--- config.mk ---
export PLATFORM = sky130hd
export DESIGN_NAME = timeout_table_manager
export DESIGN_NICKNAME = d
export VERILOG_FILES = /design/src/design/ttm_pkg.sv /design/src/design/timeout_table_manager.sv /design/src/design/ttm_ram.sv /design/src/design/ttm_ctrl.sv /design/src/design/ttm_datapath.sv
export VERILOG_INCLUDE_DIRS = /design/src /design/src/design
export SDC_FILE = /design/constraint.sdc
export NUM_CORES = 1
export LEC_CHECK = 0
export BUFFER_PORTS_ARGS = -buffer_cell sky130_fd_sc_hd__buf_2
export CORE_ASPECT_RATIO = 1.4
export CORE_MARGIN = 2
export CORE_UTILIZATION = 58
export CTS_BUF_LIST = sky130_fd_sc_hd__clkbuf_2
export DETAILED_ROUTE_END_ITERATION = 10
export PLACE_DENSITY = 0.83
export SLEW_MARGIN = 20
export SYNTH_ARGS = -nofsm -noshare
export SYNTH_HDL_FRONTEND = slang
export SYNTH_SLANG_ARGS = --single-unit
--- constraint.sdc ---
create_clock -name clock -period 8.4 [get_ports clock]
set_input_delay 2.1 -clock clock [delete_from_list [all_inputs] [get_ports clock]]
set_output_delay 2.1 -clock clock [all_outputs]
set_load 0.1 [all_outputs]
--- src/design/timeout_table_manager_defines.svh ---
// assertion macros for the timeout table manager
// used by the top level only, no other dependencies
`ifndef TIMEOUT_TABLE_MANAGER_DEFINES_SVH
`define TIMEOUT_TABLE_MANAGER_DEFINES_SVH

`ifndef NO_ASSERTIONS

`define TTM_ASSERT_NOW(lbl, clk, rst, prop, msg) \
   lbl: assert property (@(posedge clk) disable iff (rst) (prop)) else $error(msg);

`define TTM_ASSERT_NEXT(lbl, clk, rst, ante, cons, msg) \
   lbl: assert property (@(posedge clk) disable iff (rst) (ante) |=> (cons)) else $error(msg);

`else

`define TTM_ASSERT_NOW(lbl, clk, rst, prop, msg)

`define TTM_ASSERT_NEXT(lbl, clk, rst, ante, cons, msg)

`endif

`endif

--- src/design/ttm_pkg.sv ---
// shared types and constants of the timeout table manager
// no dependencies
`timescale 1ns / 1ps
`default_nettype none

package ttm_pkg;

   localparam int NUM_SLOTS  = 16;
   localparam int SLOT_W     = 4;
   localparam int TIME_W     = 48;
   localparam int MAX_FIRE   = 16;
   localparam int FIRE_CNT_W = $clog2(MAX_FIRE + 1);

   typedef enum logic [1:0] {
      REQ_SET     = 2'd0,
      REQ_REMOVE  = 2'd1,
      REQ_ADVANCE = 2'd2,
      REQ_COLLECT = 2'd3
   } ttm_req_code_type;

   typedef enum logic [2:0] {
      ST_IDLE,
      ST_SCAN,
      ST_FIRE_SCAN,
      ST_EMIT_PLAIN,
      ST_EMIT_FIRE
   } ttm_state_type;

   typedef struct packed {
      logic apply;
      logic scan_start;
      logic fire;
      logic load_out;
      logic out_fired;
      logic out_last;
   } ttm_cmd_type;

   typedef struct packed {
      logic scan_busy;
      logic expired;
      logic is_collect;
      logic out_free;
   } ttm_stat_type;

endpackage

`default_nettype wire

--- src/design/timeout_table_manager.sv ---
// top level of the timeout table manager: controller plus datapath
// depends on ttm_pkg, ttm_ctrl, ttm_datapath and timeout_table_manager_defines.svh
`timescale 1ns / 1ps
`default_nettype none
`include "timeout_table_manager_defines.svh"

// Timer table of 16 slots with a 48-bit current time. One request is worked at a
// time: set, remove and advance each run one earliest-deadline scan, and a collect
// runs one scan plus one more for each slot that fires. The scan reads the deadline
// RAM through its single read port one slot per cycle. A new request is taken as
// soon as the last result beat is in the output register.

module timeout_table_manager (
   input  wire logic                       clock,
   input  wire logic                       reset,
   input  wire logic                       req_valid,
   output logic                            req_stall,
   input  wire logic [1:0]                 req_type,
   input  wire logic [ttm_pkg::SLOT_W-1:0] req_slot_id,
   input  wire logic [ttm_pkg::TIME_W-1:0] req_time_value,
   output logic                            rsp_valid,
   input  wire logic                       rsp_stall,
   output logic                            rsp_fired_valid,
   output logic [ttm_pkg::SLOT_W-1:0]      rsp_fired_slot,
   output logic                            rsp_next_valid,
   output logic [ttm_pkg::TIME_W-1:0]      rsp_next_deadline,
   output logic                            rsp_time_error,
   output logic                            rsp_last
);

   import ttm_pkg::*;

   ttm_cmd_type  cmd;
   ttm_stat_type stat;

   ttm_ctrl u_ctrl (
      .clock     (clock),
      .reset     (reset),
      .req_valid (req_valid),
      .req_stall (req_stall),
      .stat      (stat),
      .cmd       (cmd)
   );

   ttm_datapath u_datapath (
      .clock             (clock),
      .reset             (reset),
      .cmd               (cmd),
      .stat              (stat),
      .req_type          (req_type),
      .req_slot_id       (req_slot_id),
      .req_time_value    (req_time_value),
      .rsp_valid         (rsp_valid),
      .rsp_stall         (rsp_stall),
      .rsp_fired_valid   (rsp_fired_valid),
      .rsp_fired_slot    (rsp_fired_slot),
      .rsp_next_valid    (rsp_next_valid),
      .rsp_next_deadline (rsp_next_deadline),
      .rsp_time_error    (rsp_time_error),
      .rsp_last          (rsp_last)
   );

   `TTM_ASSERT_NEXT(a_busy_after_req, clock, reset, req_valid && !req_stall, req_stall, "request beat not followed by busy")
   `TTM_ASSERT_NOW(a_plain_is_last, clock, reset, !(rsp_valid && !rsp_fired_valid) || rsp_last, "non-fired beat not last")
   `TTM_ASSERT_NOW(a_no_next_zero, clock, reset, !(rsp_valid && !rsp_next_valid) || (rsp_next_deadline == '0), "empty table with nonzero deadline")
   `TTM_ASSERT_NOW(a_load_when_free, clock, reset, !cmd.load_out || !rsp_valid || !rsp_stall, "result loaded over a stalled beat")

endmodule

`default_nettype wire

--- src/design/ttm_ram.sv ---
// generic single write, single read ram with registered read data
// no dependencies
`timescale 1ns / 1ps
`default_nettype none

module ttm_ram #(
   parameter int WIDTH = 8,
   parameter int DEPTH = 16,
   localparam int ADDR_W = (DEPTH > 1) ? $clog2(DEPTH) : 1
) (
   input  wire logic              clock,
   input  wire logic              wr_en,
   input  wire logic [ADDR_W-1:0] wr_addr,
   input  wire logic [WIDTH-1:0]  wr_data,
   input  wire logic              rd_en,
   input  wire logic [ADDR_W-1:0] rd_addr,
   output logic      [WIDTH-1:0]  rd_data
);

   logic [WIDTH-1:0] mem_ff [DEPTH];
   logic [WIDTH-1:0] rd_data_ff;

   always_ff @(posedge clock) begin
      if (wr_en) begin
         mem_ff[wr_addr] <= wr_data;
      end
      if (rd_en) begin
         rd_data_ff <= mem_ff[rd_addr];
      end
   end

   assign rd_data = rd_data_ff;

endmodule

`default_nettype wire

--- src/design/ttm_ctrl.sv ---
// control state machine of the timeout table manager
// depends on ttm_pkg
`timescale 1ns / 1ps
`default_nettype none

module ttm_ctrl (
   input  wire logic                 clock,
   input  wire logic                 reset,
   input  wire logic                 req_valid,
   output logic                      req_stall,
   input  wire ttm_pkg::ttm_stat_type stat,
   output ttm_pkg::ttm_cmd_type      cmd
);

   import ttm_pkg::*;

   ttm_state_type state_ff;
   ttm_state_type state_in;

   always_ff @(posedge clock) begin
      if (reset) begin
         state_ff <= ST_IDLE;
      end else begin
         state_ff <= state_in;
      end
   end

   // next state
   always_comb begin
      state_in = state_ff;
      case (state_ff)
         ST_IDLE: begin
            if (req_valid) begin
               state_in = ST_SCAN;
            end
         end
         ST_SCAN: begin
            if (!stat.scan_busy) begin
               if (stat.is_collect && stat.expired) begin
                  state_in = ST_FIRE_SCAN;
               end else begin
                  state_in = ST_EMIT_PLAIN;
               end
            end
         end
         ST_FIRE_SCAN: begin
            if (!stat.scan_busy) begin
               state_in = ST_EMIT_FIRE;
            end
         end
         ST_EMIT_PLAIN: begin
            if (stat.out_free) begin
               state_in = ST_IDLE;
            end
         end
         ST_EMIT_FIRE: begin
            if (stat.out_free) begin
               state_in = stat.expired ? ST_FIRE_SCAN : ST_IDLE;
            end
         end
         default: begin
            state_in = ST_IDLE;
         end
      endcase
   end

   // outputs
   always_comb begin
      cmd       = '0;
      req_stall = 1'b1;
      case (state_ff)
         ST_IDLE: begin
            req_stall = 1'b0;
            if (req_valid) begin
               cmd.apply      = 1'b1;
               cmd.scan_start = 1'b1;
            end
         end
         ST_SCAN: begin
            if (!stat.scan_busy && stat.is_collect && stat.expired) begin
               cmd.fire       = 1'b1;
               cmd.scan_start = 1'b1;
            end
         end
         ST_FIRE_SCAN: begin
         end
         ST_EMIT_PLAIN: begin
            if (stat.out_free) begin
               cmd.load_out = 1'b1;
               cmd.out_last = 1'b1;
            end
         end
         ST_EMIT_FIRE: begin
            if (stat.out_free) begin
               cmd.load_out  = 1'b1;
               cmd.out_fired = 1'b1;
               cmd.out_last  = !stat.expired;
               if (stat.expired) begin
                  cmd.fire       = 1'b1;
                  cmd.scan_start = 1'b1;
               end
            end
         end
         default: begin
         end
      endcase
   end

endmodule

`default_nettype wire

--- src/design/ttm_datapath.sv ---
// slot table, current time, earliest deadline scan and result register
// depends on ttm_pkg and ttm_ram
`timescale 1ns / 1ps
`default_nettype none

module ttm_datapath (
   input  wire logic                         clock,
   input  wire logic                         reset,
   input  wire ttm_pkg::ttm_cmd_type         cmd,
   output ttm_pkg::ttm_stat_type             stat,
   input  wire logic [1:0]                   req_type,
   input  wire logic [ttm_pkg::SLOT_W-1:0]   req_slot_id,
   input  wire logic [ttm_pkg::TIME_W-1:0]   req_time_value,
   output logic                              rsp_valid,
   input  wire logic                         rsp_stall,
   output logic                              rsp_fired_valid,
   output logic [ttm_pkg::SLOT_W-1:0]        rsp_fired_slot,
   output logic                              rsp_next_valid,
   output logic [ttm_pkg::TIME_W-1:0]        rsp_next_deadline,
   output logic                              rsp_time_error,
   output logic                              rsp_last
);

   import ttm_pkg::*;

   logic [NUM_SLOTS-1:0]  armed_ff;
   logic [TIME_W-1:0]     cur_time_ff;
   logic                  is_collect_ff;
   logic                  terr_ff;
   logic [FIRE_CNT_W-1:0] fire_cnt_ff;
   logic [SLOT_W-1:0]     fired_slot_ff;

   // scan pipeline
   logic                  iss_on_ff;
   logic [SLOT_W-1:0]     iss_idx_ff;
   logic                  rd_on_ff;
   logic [SLOT_W-1:0]     rd_idx_ff;
   logic                  rd_armed_ff;
   logic                  found_ff;
   logic [SLOT_W-1:0]     best_slot_ff;
   logic [TIME_W-1:0]     best_dl_ff;

   logic                  rsp_valid_ff;
   logic                  out_fired_ff;
   logic [SLOT_W-1:0]     out_slot_ff;
   logic                  out_next_valid_ff;
   logic [TIME_W-1:0]     out_next_dl_ff;
   logic                  out_terr_ff;
   logic                  out_last_ff;

   logic                  slot_ok;
   logic                  ram_wr;
   logic [TIME_W-1:0]     ram_q;
   logic                  take_best;

   assign slot_ok   = {1'b0, req_slot_id} < (SLOT_W + 1)'(NUM_SLOTS);
   assign ram_wr    = cmd.apply && (req_type == REQ_SET) && slot_ok;
   assign take_best = rd_on_ff && rd_armed_ff && (!found_ff || (ram_q < best_dl_ff));

   ttm_ram #(
      .WIDTH (TIME_W),
      .DEPTH (NUM_SLOTS)
   ) u_deadline_ram (
      .clock   (clock),
      .wr_en   (ram_wr),
      .wr_addr (req_slot_id),
      .wr_data (req_time_value),
      .rd_en   (iss_on_ff),
      .rd_addr (iss_idx_ff),
      .rd_data (ram_q)
   );

   // control state
   always_ff @(posedge clock) begin
      if (reset) begin
         armed_ff     <= '0;
         cur_time_ff  <= '0;
         iss_on_ff    <= 1'b0;
         rd_on_ff     <= 1'b0;
         rsp_valid_ff <= 1'b0;
      end else begin
         if (cmd.apply && slot_ok && (req_type == REQ_SET)) begin
            armed_ff[req_slot_id] <= 1'b1;
         end else if (cmd.apply && slot_ok && (req_type == REQ_REMOVE)) begin
            armed_ff[req_slot_id] <= 1'b0;
         end else if (cmd.fire) begin
            armed_ff[best_slot_ff] <= 1'b0;
         end
         if (cmd.apply && (req_type == REQ_ADVANCE) && (req_time_value >= cur_time_ff)) begin
            cur_time_ff <= req_time_value;
         end
         if (cmd.scan_start) begin
            iss_on_ff <= 1'b1;
         end else if (iss_on_ff && (iss_idx_ff == SLOT_W'(NUM_SLOTS - 1))) begin
            iss_on_ff <= 1'b0;
         end
         rd_on_ff <= iss_on_ff;
         if (cmd.load_out) begin
            rsp_valid_ff <= 1'b1;
         end else if (!rsp_stall) begin
            rsp_valid_ff <= 1'b0;
         end
      end
   end

   // payload registers
   always_ff @(posedge clock) begin
      if (cmd.apply) begin
         is_collect_ff <= (req_type == REQ_COLLECT);
         terr_ff       <= (req_type == REQ_ADVANCE) && (req_time_value < cur_time_ff);
         fire_cnt_ff   <= '0;
      end else if (cmd.fire) begin
         fire_cnt_ff   <= fire_cnt_ff + FIRE_CNT_W'(1);
      end
      if (cmd.fire) begin
         fired_slot_ff <= best_slot_ff;
      end
      if (cmd.scan_start) begin
         iss_idx_ff <= '0;
      end else if (iss_on_ff) begin
         iss_idx_ff <= iss_idx_ff + SLOT_W'(1);
      end
      rd_idx_ff   <= iss_idx_ff;
      rd_armed_ff <= armed_ff[iss_idx_ff];
      if (cmd.scan_start) begin
         found_ff <= 1'b0;
      end else if (take_best) begin
         found_ff     <= 1'b1;
         best_slot_ff <= rd_idx_ff;
         best_dl_ff   <= ram_q;
      end
      if (cmd.load_out) begin
         out_fired_ff      <= cmd.out_fired;
         out_slot_ff       <= cmd.out_fired ? fired_slot_ff : '0;
         out_next_valid_ff <= found_ff;
         out_next_dl_ff    <= found_ff ? best_dl_ff : '0;
         out_terr_ff       <= terr_ff;
         out_last_ff       <= cmd.out_last;
      end
   end

   always_comb begin
      stat.scan_busy  = iss_on_ff || rd_on_ff;
      stat.expired    = found_ff && (best_dl_ff <= cur_time_ff)
                        && (fire_cnt_ff < FIRE_CNT_W'(MAX_FIRE));
      stat.is_collect = is_collect_ff;
      stat.out_free   = !rsp_valid_ff || !rsp_stall;
   end

   assign rsp_valid         = rsp_valid_ff;
   assign rsp_fired_valid   = out_fired_ff;
   assign rsp_fired_slot    = out_slot_ff;
   assign rsp_next_valid    = out_next_valid_ff;
   assign rsp_next_deadline = out_next_dl_ff;
   assign rsp_time_error    = out_terr_ff;
   assign rsp_last          = out_last_ff;

endmodule

`default_nettype wire
## Word-level counts from Yosys, hierarchy flattened

Memory sizes are Yosys's and may differ from the RTL's. A register that Yosys moved wholly into a read port is not among the register bits.
Index checks and enable logic that the tools add are counted.

| word-level totals | value |
|---|---|
| register bits | 199 |
| input port bits | 58 |
| bits in writable memories | 768 |
| memories kept | 1 |
| output and inout port bits | 58 |

Memories:

| name | words | bits a word | read ports | clocked after memory_dff | wr ports | line | RTL |
|---|---|---|---|---|---|---|---|
| u_datapath.u_deadline_ram.mem_ff | 16 | 48 | 1 | 1 | 1 | ttm_ram.sv:20 | `logic [WIDTH-1:0] mem_ff [DEPTH];` |

| operators by class | value |
|---|---|
| reduce and logical (&&, ||, !) cells | 29 |
| order comparisons | 10 |
| bitwise operators | 6 |
| add/sub/neg operators | 2 |
| equality and inequality tests | 14 |
| multiplexer cells | 35 |

Operators with widths:

| operator | number |
|---|---|
| $lt A48 B48 Y1 | 2 |
| $ge A48 B48 Y1 | 1 |
| $le A48 B48 Y1 | 1 |
| $mux W16 | 3 |
| $and A16 B16 Y16 | 2 |
| $not A16 Y16 | 2 |
| $or A16 B16 Y16 | 1 |
| $logic_and A1 B1 Y1 | 15 |
| $lt A4 B5 Y1 const B | 3 |
| $mux W3 | 5 |
| $pmux W3 S5 | 1 |
| $mux W1 | 14 |
| $ne A2 B2 Y1 const B | 5 |
| $demux W1 S4 | 2 |
| $ge A4 B1 Y1 const B | 2 |
| $mux W2 | 4 |
| $eq A3 B2 Y1 const B | 2 |
| $pmux W1 S2 | 3 |
| $add A5 B1 Y5 const B | 1 |
| $logic_not A1 Y1 | 5 |
| $lt A5 B5 Y1 const B | 1 |
| $mux W5 | 1 |
| $reduce_and A5 Y1 | 1 |
| $add A4 B1 Y4 const B | 1 |
| other kinds (15) | 18 |

## Longest topological paths before layout

| logic depth | value |
|---|---|
| word-level depth | 9 |
| gate-level depth with buffers | 11 |

## Hierarchy

A second synthesis with hierarchy kept.

| unflattened totals | value |
|---|---|
| cells, all modules | 2310 |
| area total of the unflattened synthesis | 41404.7 um^2 |

Modules (own cells, without submodules):

| module | times used | area an instance (um^2) | cells an instance |
|---|---|---|---|
| ttm_ram | 1 | 30171.4 | 1242 |
| ttm_datapath | 1 | 10945.5 | 1032 |
| ttm_ctrl | 1 | 287.8 | 36 |

## Worst setup path before layout

Ideal clock, no wire load.

| path | value |
|---|---|
| path kind | input to register |
| from | in rsp_stall |
| to | reg u_datapath.best_dl_ff[0], enable pin |
| stages on the path | 8 |
| buffers on the path | 0 |
| arrival | 8.023 ns |
| setup time | 0.591 ns |
| slack | -0.213 ns |
| data required time | 7.809 ns |
| cell sequence | nand2_1 nand2_1 nor2_1 a31oi_1 or3_1 a21o_1 inv_1 nor4_1 |

| on the way | value |
|---|---|
| longest elaborated chain between the ends | 6 |

RTL lines:

| what | line | RTL |
|---|---|---|
| start, declared | timeout_table_manager.sv:22 | `input wire logic rsp_stall,` |
| $logic_not A1 Y1 | -- |  |
| $logic_or A1 B1 Y1 | ttm_datapath.sv:147 | `stat.out_free = !rsp_valid_ff \|\| !rsp_stall;` |
| $mux W5 | ttm_ctrl.sv:94 | `if (stat.out_free) begin` |
| $pmux W1 S3 | ttm_ctrl.sv:71 | `case (state_ff)` |
| $not A1 Y1 (no source line) | -- |  |
| $reduce_and A2 Y1 (no source line) | -- |  |
| end signal, assigned | ttm_datapath.sv:130 | `best_dl_ff <= ram_q;` |
| end, declared | ttm_datapath.sv:41 | `logic [TIME_W-1:0] best_dl_ff;` |

Every way passes these cells.
A chain may end at the register's enable or synchronous reset.

## Worst setup path after layout

| path | value |
|---|---|
| from | in req_time_value[47] (netlist bit) |
| to | reg u_datapath.cur_time_ff[38] |

| on the way | value |
|---|---|
| longest elaborated chain between the ends | 2 |

RTL lines:

| what | line | RTL |
|---|---|---|
| start, declared | timeout_table_manager.sv:20 | `input wire logic [ttm_pkg::TIME_W-1:0] req_time_value,` |
| $ge A48 B48 Y1 | ttm_datapath.sv:89 | `if (cmd.apply && (req_type == REQ_ADVANCE) && (req_time_value >= cur_time_ff)) begin` |
| $logic_and A1 B1 Y1 | ttm_datapath.sv:89 |  |
| end signal, assigned | ttm_datapath.sv:90 | `cur_time_ff <= req_time_value;` |
| end, declared | ttm_datapath.sv:27 | `logic [TIME_W-1:0] cur_time_ff;` |

Every way passes these cells.

==> flow_summary.json <==
{
  "status": "completed",
  "setup_viol": 0,
  "crit_type": "input port to register",
  "cts_resized": 0,
  "cts_root_buffer": "clkbuf_2",
  "drive_gt1_share_pct": 28.1,
  "yosysMostFrequentCell": "edfxtp_1",
  "ctsHoldBuffers": 0,
  "insertion_delay_ns": 1.34,
  "finalHoldViolCount": 0,
  "r2r_start": "u_datapath.best_dl_ff[47]$_DFFE_PP_",
  "power.leakage_nw": 15.0,
  "fin_crit_sh_pct": 55.6,
  "clkSlewWorstSetupHoldPaths_ns": 0.11,
  "critical_path_arrival_ns": 5.90,
  "crit_start": "req_time_value[47]",
  "grt_pass1_vias": 23600,
  "synthFlopType": "edfxtp_1",
  "crit_path_end": "u_datapath.cur_time_ff[38]$_SDFFE_PP0P_",
  "tns_ns": 0,
  "syn_nets": 2413,
  "finalClockSkew_ns": 0.121,
  "drcViolationCount": 0,
  "slew_headroom_pct": 27.1,
  "slowest_stage": "buf_4",
  "cts_sinks": 1015,
  "layout-area-overhead-vs-synth_pct": 9.11,
  "nets": 2682,
  "yosys.area.top_type": "edfxtp_1",
  "netlist_area_sq_um": 41200,
  "final_max_slew_viol_count": 0,
  "ios": 116,
  "htreeDepth": 4,
  "cp_top_family": "simple AND/OR/NAND/NOR gates",
  "vdd_drop_max_mv": 0.134,
  "rsz0062_at_grt": "no",
  "worstMarginPinSlew_ns": 1.09,
  "period_needed_ns": 4.67,
  "synth_edf_count": 930,
  "initial_core_util_pct": 58.6,
  "cts.path.max_buffers": 3,
  "cp_max_fo": 38,
  "ant_nets": 0,
  "drt_iter0_drc": 2318,
  "die-area_sq_um": 73300,
  "grt_first_pass_wirelength_um": 142000,
  "first_pass_iters": 5,
  "ys_warn_count": 0,
  "row_count": 115,
  "reg2reg_slack_ns": 3.80,
  "synthTopCellsByArea": "edfxtp_1 (68%), mux4_2 (13%), ha_1 (4.4%), dfxtp_1 (4.1%), nand2_1 (1.4%)",
  "crit_buf_inv": 2,
  "place_area_sq_um": 43000,
  "ys_ff_latch": 1015,
  "r2r-end": "u_datapath.best_dl_ff[9]$_DFFE_PP_",
  "synth_top_area_share_pct": 67.7,
  "vias": 22500,
  "whs_path_depth": 0,
  "syn_inst": 2210,
  "r2r_cells": 9,
  "final_cell_area_sq_um": 45000,
  "wl_per_cell_um": 26.2,
  "p_per_area_nw_per_um2": 238,
  "yosys.cell_types.count": 58,
  "async_reset_ff_share_pct": 0,
  "cts-buffers-inserted": 208,
  "grt_util_all_layers_pct": 26.3,
  "grt_start_max_net_pins": 89,
  "wirelength_um": 94000,
  "critPathRequiredTime_ns": 9.63,
  "core_area_sq_um": 70400,
  "slowest_delay_ns": 0.69,
  "cts_tree": "yes",
  "grt-ovfl-total": 0,
  "fmax_ghz": 0.214,
  "gp_congestion": 0.869,
  "routed_via_density": 6.27,
  "chipHeight_um": 320,
  "die_x_um": 229,
  "end_kind": "register",
  "cts_setup_buffers": 0,
  "ys_seq_area_share_pct": 71.8,
  "hold_class": "register to register",
  "antenna_found_initial": 8,
  "synthTopCellsByCount": "edfxtp_1 (930), mux4_2 (245), nand2_1 (151)",
  "worstSetupPathDepth": 10,
  "cp-start-kind": "input port",
  "cap_violations": 0,
  "dpl.hpwl_um": 53300,
  "crit_chain": "buf_2 -> ha_1 -> nand4_1 -> nor3_1 -> nand4_1 -> nor3_1 -> o41ai_1 -> a21oi_4 -> buf_4 -> mux2i_1",
  "place.port_buffers": 115,
  "syn_area_per_cell_sq_um": 18.7
}
## cells in the final DEF (no fill, tap or decap), types with 53 or more instances in the layout
cell	instances
edfxtp_1	930
clkbuf_2	292
mux4_2	245
nand2_1	151
ha_1	145
buf_2	115
inv_1	105
dfxtp_1	79
a21oi_1	70
and2_1	56
clkinv_1	56
mux2i_1	53
## stage by stage
step | setup slack, ns | instances | power, mW | hold WS (ns) | utilization, %
floorplan | 1.20 | 2210 | 7.47 | 0.329 | -
global placement | 2.64 | 3204 | 7.90 | 0.388 | 61.2
detailed placement | 2.48 | 3204 | 7.96 | 0.403 | 61.2
CTS | 3.68 | 3581 | 10.8 | 0.417 | 63.9
global route | 3.66 | 3583 | 11.2 | 0.404 | 63.9
finish | 3.73 | 3584 | 10.7 | 0.385 | 64.0
## cells by family (layout without fill, tap and decap cells)
kind of cell | Yosys count | count (layout) | synth area share (%)
muxes | 298 | 298 | 14.7
adders and majority gates | 145 | 145 | 4.40
xor gates and xnor gates | 3 | 3 | 0.0637
DFF | 1015 | 1015 | 71.8
buffers and inverters | 196 | 632 | 1.86
AOI/OAI and AO/OA | 181 | 181 | 2.79
and+or+nand+nor | 372 | 372 | 4.38
other | 0 | 2 | 0
## how the worst min path moves through the flow
stage / start / end / slack, ns
6_report: u_datapath.u_deadline_ram.rd_data[13]$_DFFE_PP_ / u_datapath.best_dl_ff[13]$_DFFE_PP_ / 0.39
5_1_grt: u_datapath.u_deadline_ram.rd_data[13]$_DFFE_PP_ / u_datapath.best_dl_ff[13]$_DFFE_PP_ / 0.40
4_1_cts: u_datapath.u_deadline_ram.rd_data[13]$_DFFE_PP_ / u_datapath.best_dl_ff[13]$_DFFE_PP_ / 0.42
3_5_place_dp: u_datapath.rd_idx_ff[2]$_DFF_P_ / u_datapath.best_slot_ff[2]$_DFFE_PP_ / 0.40
3_3_place_gp: u_datapath.rd_idx_ff[1]$_DFF_P_ / u_datapath.best_slot_ff[1]$_DFFE_PP_ / 0.39
2_1_floorplan: u_datapath.iss_idx_ff[2]$_SDFFE_PP0P_ / u_datapath.rd_idx_ff[2]$_DFF_P_ / 0.33
## flip-flops by register name, indices dropped and copies added, names as in the netlist, 3 cells and up
| register | flops |
|---|---|
| u_datapath.u_deadline_ram.mem_ff | 768 |
| u_datapath.best_dl_ff | 48 |
| u_datapath.cur_time_ff | 48 |
| u_datapath.rsp_next_deadline | 48 |
| u_datapath.u_deadline_ram.rd_data | 48 |
| u_datapath.armed_ff | 16 |
| u_datapath.fire_cnt_ff | 5 |
| u_datapath.best_slot_ff | 4 |
| u_datapath.fired_slot_ff | 4 |
| u_datapath.iss_idx_ff | 4 |
| u_datapath.rd_idx_ff | 4 |
| u_datapath.rsp_fired_slot | 4 |
| u_ctrl.state_ff | 3 |
## layout make-up
| cell class | instances | area (sq um) |
|---|---|---|
| Timing Repair Buffer | 148 | 856 |
| Clock inverter | 85 | 469 |
| Clock buffer | 292 | 1460 |
| Fill cell | 4612 | 25400 |
| Multi-Input combinational cell | 999 | 11000 |
| Antenna cell | 2 | 5.00 |
| Sequential cell | 1015 | 29600 |
| Tap cell | 936 | 1170 |
| Inverter | 107 | 403 |
## per-layer routing
layer	track usage, %	up-vias	part of all wire (%)
met1	33.1	11300	36
met3	4.82	254	9.0
li1	-	9556	-
met2	44.2	1324	51
met4	13.0	6	3.9
met5	0	-	0.048
## power by group
group | switching, mW | internal (mW) | total, mW
combinational | 1.09 | 0.886 | 1.97
sequential | 0.160 | 5.71 | 5.87
clock | 1.81 | 1.08 | 2.88
total | 3.06 | 7.67 | 10.7
No activity file was read; power rests on OpenSTA's default activity.
